[config.mk]
export PLATFORM = sky130hd
export DESIGN_NAME = rk5_mul
export DESIGN_NICKNAME = d
export VERILOG_FILES = /design/src/design/rk5_pkg.sv /design/src/design/rk5_mul.sv
export VERILOG_INCLUDE_DIRS = /design/src /design/src/design
export SDC_FILE = /design/constraint.sdc
export NUM_CORES = 2
export LEC_CHECK = 0
export ABC_AREA = 1
export BUFFER_PORTS_ARGS = -buffer_cell sky130_fd_sc_hd__buf_2
export CAP_MARGIN = 20
export CELL_PAD_IN_SITES_DETAIL_PLACEMENT = 2
export CELL_PAD_IN_SITES_GLOBAL_PLACEMENT = 2
export CORE_MARGIN = 2
export CORE_UTILIZATION = 31
export CTS_CLUSTER_SIZE = 8
export DETAILED_ROUTE_END_ITERATION = 8
export PLACE_DENSITY = 0.77
export SKIP_CTS_REPAIR_TIMING = 1
export SLEW_MARGIN = 30
export SYNTH_ARGS = -nofsm -noshare
export SYNTH_HDL_FRONTEND = slang
export SYNTH_SLANG_ARGS = --single-unit
[constraint.sdc]
create_clock -name i_clk -period 10.98 [get_ports i_clk]
set_clock_uncertainty 0.15 [all_clocks]
set_input_delay 1.647 -clock i_clk [delete_from_list [all_inputs] [get_ports i_clk]]
set_output_delay 1.647 -clock i_clk [all_outputs]
set_load 0.01 [all_outputs]
[src/design/assert_macros.svh]
// Assertion macros shared by the rk5 step engine modules.
`ifndef ASSERT_MACROS_SVH
`define ASSERT_MACROS_SVH

// Plain property, checked out of reset.
`define RK5_ASSERT(lbl, prop) \
    lbl: assert property (@(posedge i_clk) disable iff (!i_rst_n) (prop)) \
        else $error("rk5 assertion failed");

// Condition in one cycle implies a consequence in the next.
`define RK5_ASSERT_NEXT(lbl, cond, cons) \
    lbl: assert property (@(posedge i_clk) disable iff (!i_rst_n) (cond) |=> (cons)) \
        else $error("rk5 assertion failed");

`endif

[src/design/rk5_pkg.sv]
// Types, constants, coefficient table and saturating helpers of the rk5 step engine.
package rk5_pkg;

    localparam int FRAC_BITS    = 32;
    localparam int WORD_BITS    = 48;
    localparam int STAGES       = 7;
    localparam int FIELD_BITS   = 48;
    localparam int STEP_BITS    = 47;
    localparam int SUBS         = 3;
    localparam int CFG_REGS     = 4;
    localparam int CFG_IDX_BITS = $clog2(CFG_REGS);
    localparam int J_BITS       = $clog2(STAGES);
    localparam int SLOPES       = STAGES * SUBS;
    localparam int ADDR_BITS    = $clog2(SLOPES);
    localparam int HALF_BITS    = (WORD_BITS + 1) / 2;

    typedef logic signed [WORD_BITS-1:0]  t_word;
    typedef logic signed [FIELD_BITS-1:0] t_field;

    localparam logic signed [63:0] WMAX64 = (64'sd1 <<< (WORD_BITS - 1)) - 64'sd1;
    localparam logic signed [63:0] WMIN64 = -WMAX64 - 64'sd1;
    localparam t_word WORD_MAX = t_word'(WMAX64);
    localparam t_word WORD_MIN = t_word'(WMIN64);

    typedef struct packed {
        t_word val;
        logic  clip;
    } t_sat;

    typedef struct packed {
        logic  start;
        t_word a;
        t_word b;
    } t_mul_req;

    typedef struct packed {
        logic  done;
        t_word prod;
        logic  clip;
    } t_mul_res;

    typedef enum logic [CFG_IDX_BITS-1:0] {
        CFG_START_TIME = 2'd0,
        CFG_INIT_Y0    = 2'd1,
        CFG_INIT_Y1    = 2'd2,
        CFG_INIT_Y2    = 2'd3
    } t_cfg_idx;

    typedef enum logic [2:0] {
        OP_N0, OP_N1, OP_K0, OP_K1, OP_K2, OP_HB, OP_Y
    } t_op;

    function automatic t_sat sadd(input t_word a, input t_word b);
        logic signed [WORD_BITS:0] s;
        t_sat r;
        s = {a[WORD_BITS-1], a} + {b[WORD_BITS-1], b};
        r.clip = s[WORD_BITS] ^ s[WORD_BITS-1];
        r.val  = r.clip ? (s[WORD_BITS] ? WORD_MIN : WORD_MAX) : s[WORD_BITS-1:0];
        return r;
    endfunction

    function automatic t_sat sneg(input t_word a);
        t_sat r;
        r.clip = (a == WORD_MIN);
        r.val  = r.clip ? WORD_MAX : -a;
        return r;
    endfunction

    function automatic t_sat load_field(input t_field v);
        logic signed [63:0] x;
        t_sat r;
        x = 64'(v);
        r.clip = (x > WMAX64) || (x < WMIN64);
        r.val  = (x > WMAX64) ? WORD_MAX : ((x < WMIN64) ? WORD_MIN : t_word'(x));
        return r;
    endfunction

    function automatic t_word coef_sat(input logic neg, input logic [127:0] mag);
        logic [127:0] lim;
        logic [127:0] m;
        lim = 128'(WMAX64) + (neg ? 128'd1 : 128'd0);
        m   = (mag > lim) ? lim : mag;
        return neg ? -t_word'(m) : t_word'(m);
    endfunction

    // Dormand-Prince matrix, rounded half away from zero; last row is b.
    localparam t_word COEF [STAGES][STAGES] = '{
        '{'0, '0, '0, '0, '0, '0, '0},
        '{coef_sat(1'b0, ((128'd1 << FRAC_BITS) + 128'd2) / 128'd5),
          '0, '0, '0, '0, '0, '0},
        '{coef_sat(1'b0, ((128'd3 << FRAC_BITS) + 128'd20) / 128'd40),
          coef_sat(1'b0, ((128'd9 << FRAC_BITS) + 128'd20) / 128'd40),
          '0, '0, '0, '0, '0},
        '{coef_sat(1'b0, ((128'd44 << FRAC_BITS) + 128'd22) / 128'd45),
          coef_sat(1'b1, ((128'd56 << FRAC_BITS) + 128'd7) / 128'd15),
          coef_sat(1'b0, ((128'd32 << FRAC_BITS) + 128'd4) / 128'd9),
          '0, '0, '0, '0},
        '{coef_sat(1'b0, ((128'd19372 << FRAC_BITS) + 128'd3280) / 128'd6561),
          coef_sat(1'b1, ((128'd25360 << FRAC_BITS) + 128'd1093) / 128'd2187),
          coef_sat(1'b0, ((128'd64448 << FRAC_BITS) + 128'd3280) / 128'd6561),
          coef_sat(1'b1, ((128'd212 << FRAC_BITS) + 128'd364) / 128'd729),
          '0, '0, '0},
        '{coef_sat(1'b0, ((128'd9017 << FRAC_BITS) + 128'd1584) / 128'd3168),
          coef_sat(1'b1, ((128'd355 << FRAC_BITS) + 128'd16) / 128'd33),
          coef_sat(1'b0, ((128'd46732 << FRAC_BITS) + 128'd2623) / 128'd5247),
          coef_sat(1'b0, ((128'd49 << FRAC_BITS) + 128'd88) / 128'd176),
          coef_sat(1'b1, ((128'd5103 << FRAC_BITS) + 128'd9328) / 128'd18656),
          '0, '0},
        '{coef_sat(1'b0, ((128'd35 << FRAC_BITS) + 128'd192) / 128'd384),
          '0,
          coef_sat(1'b0, ((128'd500 << FRAC_BITS) + 128'd556) / 128'd1113),
          coef_sat(1'b0, ((128'd125 << FRAC_BITS) + 128'd96) / 128'd192),
          coef_sat(1'b1, ((128'd2187 << FRAC_BITS) + 128'd3392) / 128'd6784),
          coef_sat(1'b0, ((128'd11 << FRAC_BITS) + 128'd42) / 128'd84),
          '0}
    };

endpackage

[src/design/rk5_mul.sv]
// Shared fixed-point multiplier: half-word partial products, rounding and saturation.
`include "assert_macros.svh"
module rk5_mul (
    input  logic              i_clk,
    input  logic              i_rst_n,
    input  rk5_pkg::t_mul_req i_req,
    output rk5_pkg::t_mul_res o_res
);
    import rk5_pkg::*;

    localparam int HW = 2 * HALF_BITS;
    localparam int AW = 4 * HALF_BITS;

    typedef enum logic [3:0] {
        M_IDLE = 4'b0001,
        M_ACC  = 4'b0010,
        M_FIN  = 4'b0100,
        M_DONE = 4'b1000
    } t_mstate;

    t_mstate         r_mst, n_mst;
    logic [1:0]      r_cnt;
    logic [HW-1:0]   r_ua, r_ub;
    logic            r_neg;
    logic [AW-1:0]   r_acc;
    t_word           r_prod;
    logic            r_clip;

    logic [HALF_BITS-1:0] w_ap, w_bp;
    logic [HW-1:0]        w_pp;
    logic [AW-1:0]        w_pp_sh, w_rnd, w_mag, w_lim;
    logic                 w_clip;
    logic [AW-1:0]        w_m;

    function automatic logic [HW-1:0] mag_of(input t_word v);
        return v[WORD_BITS-1] ? HW'(-{1'b0, v}) : HW'({1'b0, v});
    endfunction

    always_comb begin
        w_ap    = r_cnt[0] ? r_ua[HW-1:HALF_BITS] : r_ua[HALF_BITS-1:0];
        w_bp    = r_cnt[1] ? r_ub[HW-1:HALF_BITS] : r_ub[HALF_BITS-1:0];
        w_pp    = w_ap * w_bp;
        w_pp_sh = AW'(w_pp) << (HALF_BITS * (int'(r_cnt[0]) + int'(r_cnt[1])));
        w_rnd   = r_acc + (AW'(1) << (FRAC_BITS - 1));
        w_mag   = w_rnd >> FRAC_BITS;
        w_lim   = (AW'(1) << (WORD_BITS - 1)) - (r_neg ? AW'(0) : AW'(1));
        w_clip  = (w_mag > w_lim);
        w_m     = w_clip ? w_lim : w_mag;
    end

    always_comb begin
        n_mst = r_mst;
        unique case (r_mst)
            M_IDLE: if (i_req.start) n_mst = M_ACC;
            M_ACC:  if (r_cnt == 2'd3) n_mst = M_FIN;
            M_FIN:  n_mst = M_DONE;
            M_DONE: n_mst = M_IDLE;
            default: n_mst = M_IDLE;
        endcase
    end

    always_ff @(posedge i_clk) begin
        if (!i_rst_n) begin
            r_mst <= M_IDLE;
        end else begin
            r_mst <= n_mst;
        end
    end

    always_ff @(posedge i_clk) begin
        if (r_mst == M_IDLE && i_req.start) begin
            r_ua  <= mag_of(i_req.a);
            r_ub  <= mag_of(i_req.b);
            r_neg <= i_req.a[WORD_BITS-1] ^ i_req.b[WORD_BITS-1];
            r_acc <= '0;
            r_cnt <= 2'd0;
        end else if (r_mst == M_ACC) begin
            r_acc <= r_acc + w_pp_sh;
            r_cnt <= r_cnt + 2'd1;
        end
        if (r_mst == M_FIN) begin
            r_prod <= r_neg ? -t_word'(w_m) : t_word'(w_m);
            r_clip <= w_clip;
        end
    end

    assign o_res.done = (r_mst == M_DONE);
    assign o_res.prod = r_prod;
    assign o_res.clip = r_clip;

    `RK5_ASSERT(a_start_when_idle, i_req.start |-> (r_mst == M_IDLE))

endmodule

==> results.md <==
- CTS max path bufs: 3
- Worst-Margin Slew: ~1000 ps
- Fraction of registers with async set or reset after synthesis: 0
- Global-route wire length before repair: 347000 um
- Port bufs: around 150
- CP Launch Type: flip-flop
- CTS tree: yes
- # IOs: roughly 150
- Post-Synth Adder-Cell Area: 0.311
- Initial cell density of the core: 0.312
- Worst skew pair latency: roughly 660 ps
- Clk root buf: clkbuf_16
- Slew Limit Fails: 0
- Total Wirelength: around 250000 um
- RSZ-0062 raised after global routing: true
- Drt first pass iters: 5
- Largest family of logic cells by synthesized area: adder cells
- Post-synthesis sequential area ratio: 0.146
- Routability cong.: about 0.98
- Row cnt: approximately 140
- CTS Buf Count: around 40
- Vias in the first global route: 53100
- Worst hold path class: flip-flop to flip-flop
- Largest net degree at the start of global routing: 85
- Synth Area in XOR/XNOR: 0.0464
- Finished Layout Cells: 9032
- Synth unique cells: a little under 60
- Fmax: roughly 90 MHz
- Simple-gate portion of the synthesized area: 0.249
- Die area: 0.145 mm2
- Compound-gate portion of the synthesized area: 0.125
- Die Ht: between 300 and 400 um
- Max FO, Critical Path: 16
- Top cells by count, synth: inv_1 (1197), nand2_1 (1143), nor2_1 (870), fa_1 (483), o21ai_0 (353)
- Failing checks: negative setup slack
- Area of the core: between 0.1 and 0.15 mm2
- Avg Cell Area, Syn: about 7.0 um2
- Rel. slew slack: 0.312
- Via/cell ratio: 5.46
- Critical path type: flip-flop to flip-flop
- Mapped Area: 0.0442 mm2
- Flop2flop setup slack: -270 ps
- Max_cap viols: 0
- Post-DRT Antenna Nets: 0
- Synth top area cells: fa_1 (22%), inv_1 (10%), edfxtp_1 (9.9%)
- Mapped Nets: between 7000 and 8000
- Fin. Hold Viols: 0
- Initial DRC count: 3875
- Clock-pin slew on the worst setup and hold paths: roughly 50 ps
- Tmin final: ~11000 ps
- Tcrit/Tclk final: 1.02
- Drt wl/cell: between 20 and 30 um
- Status: finished with violations
- CTS H-tree lvls: 2
- Critical Path RT: 11330 ps
- Overflow after GRT: 0
- Post-synth EDFFs: 146
- Setup WS post-layout: -268 ps
- Inst Count DP: between 8000 and 9000
- Cell taking the most area after synthesis: fa_1
- Share of the synthesized area in the top cell type: 0.219
- Gate Count Post-Synth: roughly 6300
- Slowest CP cell: fa_1
- Flops & latches, synth: between 200 and 250
- Horiz. Die Dim: around 380 um
- Gr usage total: 0.318
- Post-DP HPWL: roughly 200000 um
- Ys Warns: 0
- Critical path arrival: 11600 ps
- DRC violations left: 0
- Initial antenna violation count: 14
- Synth-to-layout area growth: 27.6%
- Final setup viols: 14
- Critical Path End Type: flip-flop
- Layout cell share with drive strength beyond 1: 0.221
- Vias: around 50000
- Dominant cell by count in the synthesized netlist: inv_1
- Dominant register cell in the synthesized netlist: edfxtp_1
- Worst path max stage delay: ~580 ps
- Mux contribution to synthesized area: 0.00136
- Nets: ~8000
- Sink Count: roughly 250
## path summary, 6_finish.rpt
| check | startpoint | to | cells after the start |
|---|---|---|---|
| max | r_cnt[0] | r_acc[86] | 46 |
| max reg2reg | r_cnt[0] | r_acc[86] | 46 |
| min reg2reg | r_acc[0] | r_acc[0] | 2 |
| min | r_acc[0] | r_acc[0] | 2 |
## cell type report
type,count,area [um2]
fillers,16400,85100
multi-input cells,4615,34200
repair buffers,982,7520
flip-flops and latches,248,6430
inverters,1220,4620
well taps,1890,2360
clock buffers,61,1120
clock inverters,10,106
diodes,6,15.0
## cells by family after synthesis
logic type | count (synthesis)
flops | 248
simple gates | 2603
xor+xnor | 234
compound gates | 965
mux | 6
buf+inv | 1413
fa+ha+maj | 807
## through the flow
stage | setup WS (ps) | TNS, ps | utilization | cell area (um2) | hold WS [ps]
CTS | -1090 | -21870 | 0.381 | 53900 | 331
global placement | -552 | -2360 | 0.373 | 52700 | 303
detailed placement | -960 | -16720 | 0.373 | 52700 | 323
floorplan | 1300 | 0 | - | 44200 | 295
finish | -268 | -1250 | 0.399 | 56400 | 329
global route | -509 | -11260 | 0.398 | 56300 | 353
## layer usage
metal	vias to the layer above	wire length, um	global-route usage	share of wire
met5	-	65	0	0.00026
li1	21500	-	-	-
met2	1878	114000	0.511	0.46
met4	10	10700	0.106	0.043
met3	488	18300	0.0517	0.073
met1	25500	106000	0.433	0.43
## critical path: cells and delay by family, from the launching register on
kind	cells	cell delay, ps
xor+xnor	1	240
fa+ha+maj	9	3930
flops	1	340
simple gates	10	1660
buf+inv	14	2010
compound gates	12	2740
## sequential cells by signal, indices dropped and copies added (netlist names)
register  cells
r_prod       48
r_clip        1
r_neg         1
r_ub         48
r_ua         48
r_mst         4
r_acc        96
r_cnt         2
## placed cells by master, fill, tap and decap left out, types with 23 or more instances in the layout
cell / netlist / routed
inv_1: 1197 / 1162
nand2_1: 1143 / 1095
nor2_1: 870 / 799
buf_4: 4 / 776
fa_1: 483 / 476
ha_1: 324 / 285
nand3_1: 288 / 274
o21ai_0: 353 / 255
a21oi_1: 295 / 244
buf_2: 5 / 148
edfxtp_1: 146 / 146
xor2_1: 133 / 125
dfxtp_1: 102 / 100
xnor2_1: 101 / 97
nor2_2: 27 / 82
o21ai_1: 31 / 77
or2_2: 71 / 71
o21bai_1: 68 / 64
nand2_2: 11 / 51
o21ai_2: 3 / 50
nor3_1: 51 / 48
a21oi_2: 0 / 46
nand4_1: 45 / 45
a31oi_1: 54 / 45
o211ai_1: 42 / 42
clkbuf_16: 0 / 41
inv_2: 9 / 36
buf_12: 2 / 33
nor2_4: 14 / 30
o21a_1: 26 / 26
nor4_1: 38 / 25
ha_4: 0 / 23
Power is not shown: default switching activity piles up to over one toggle a cycle in this logic, so the estimate is an artifact.
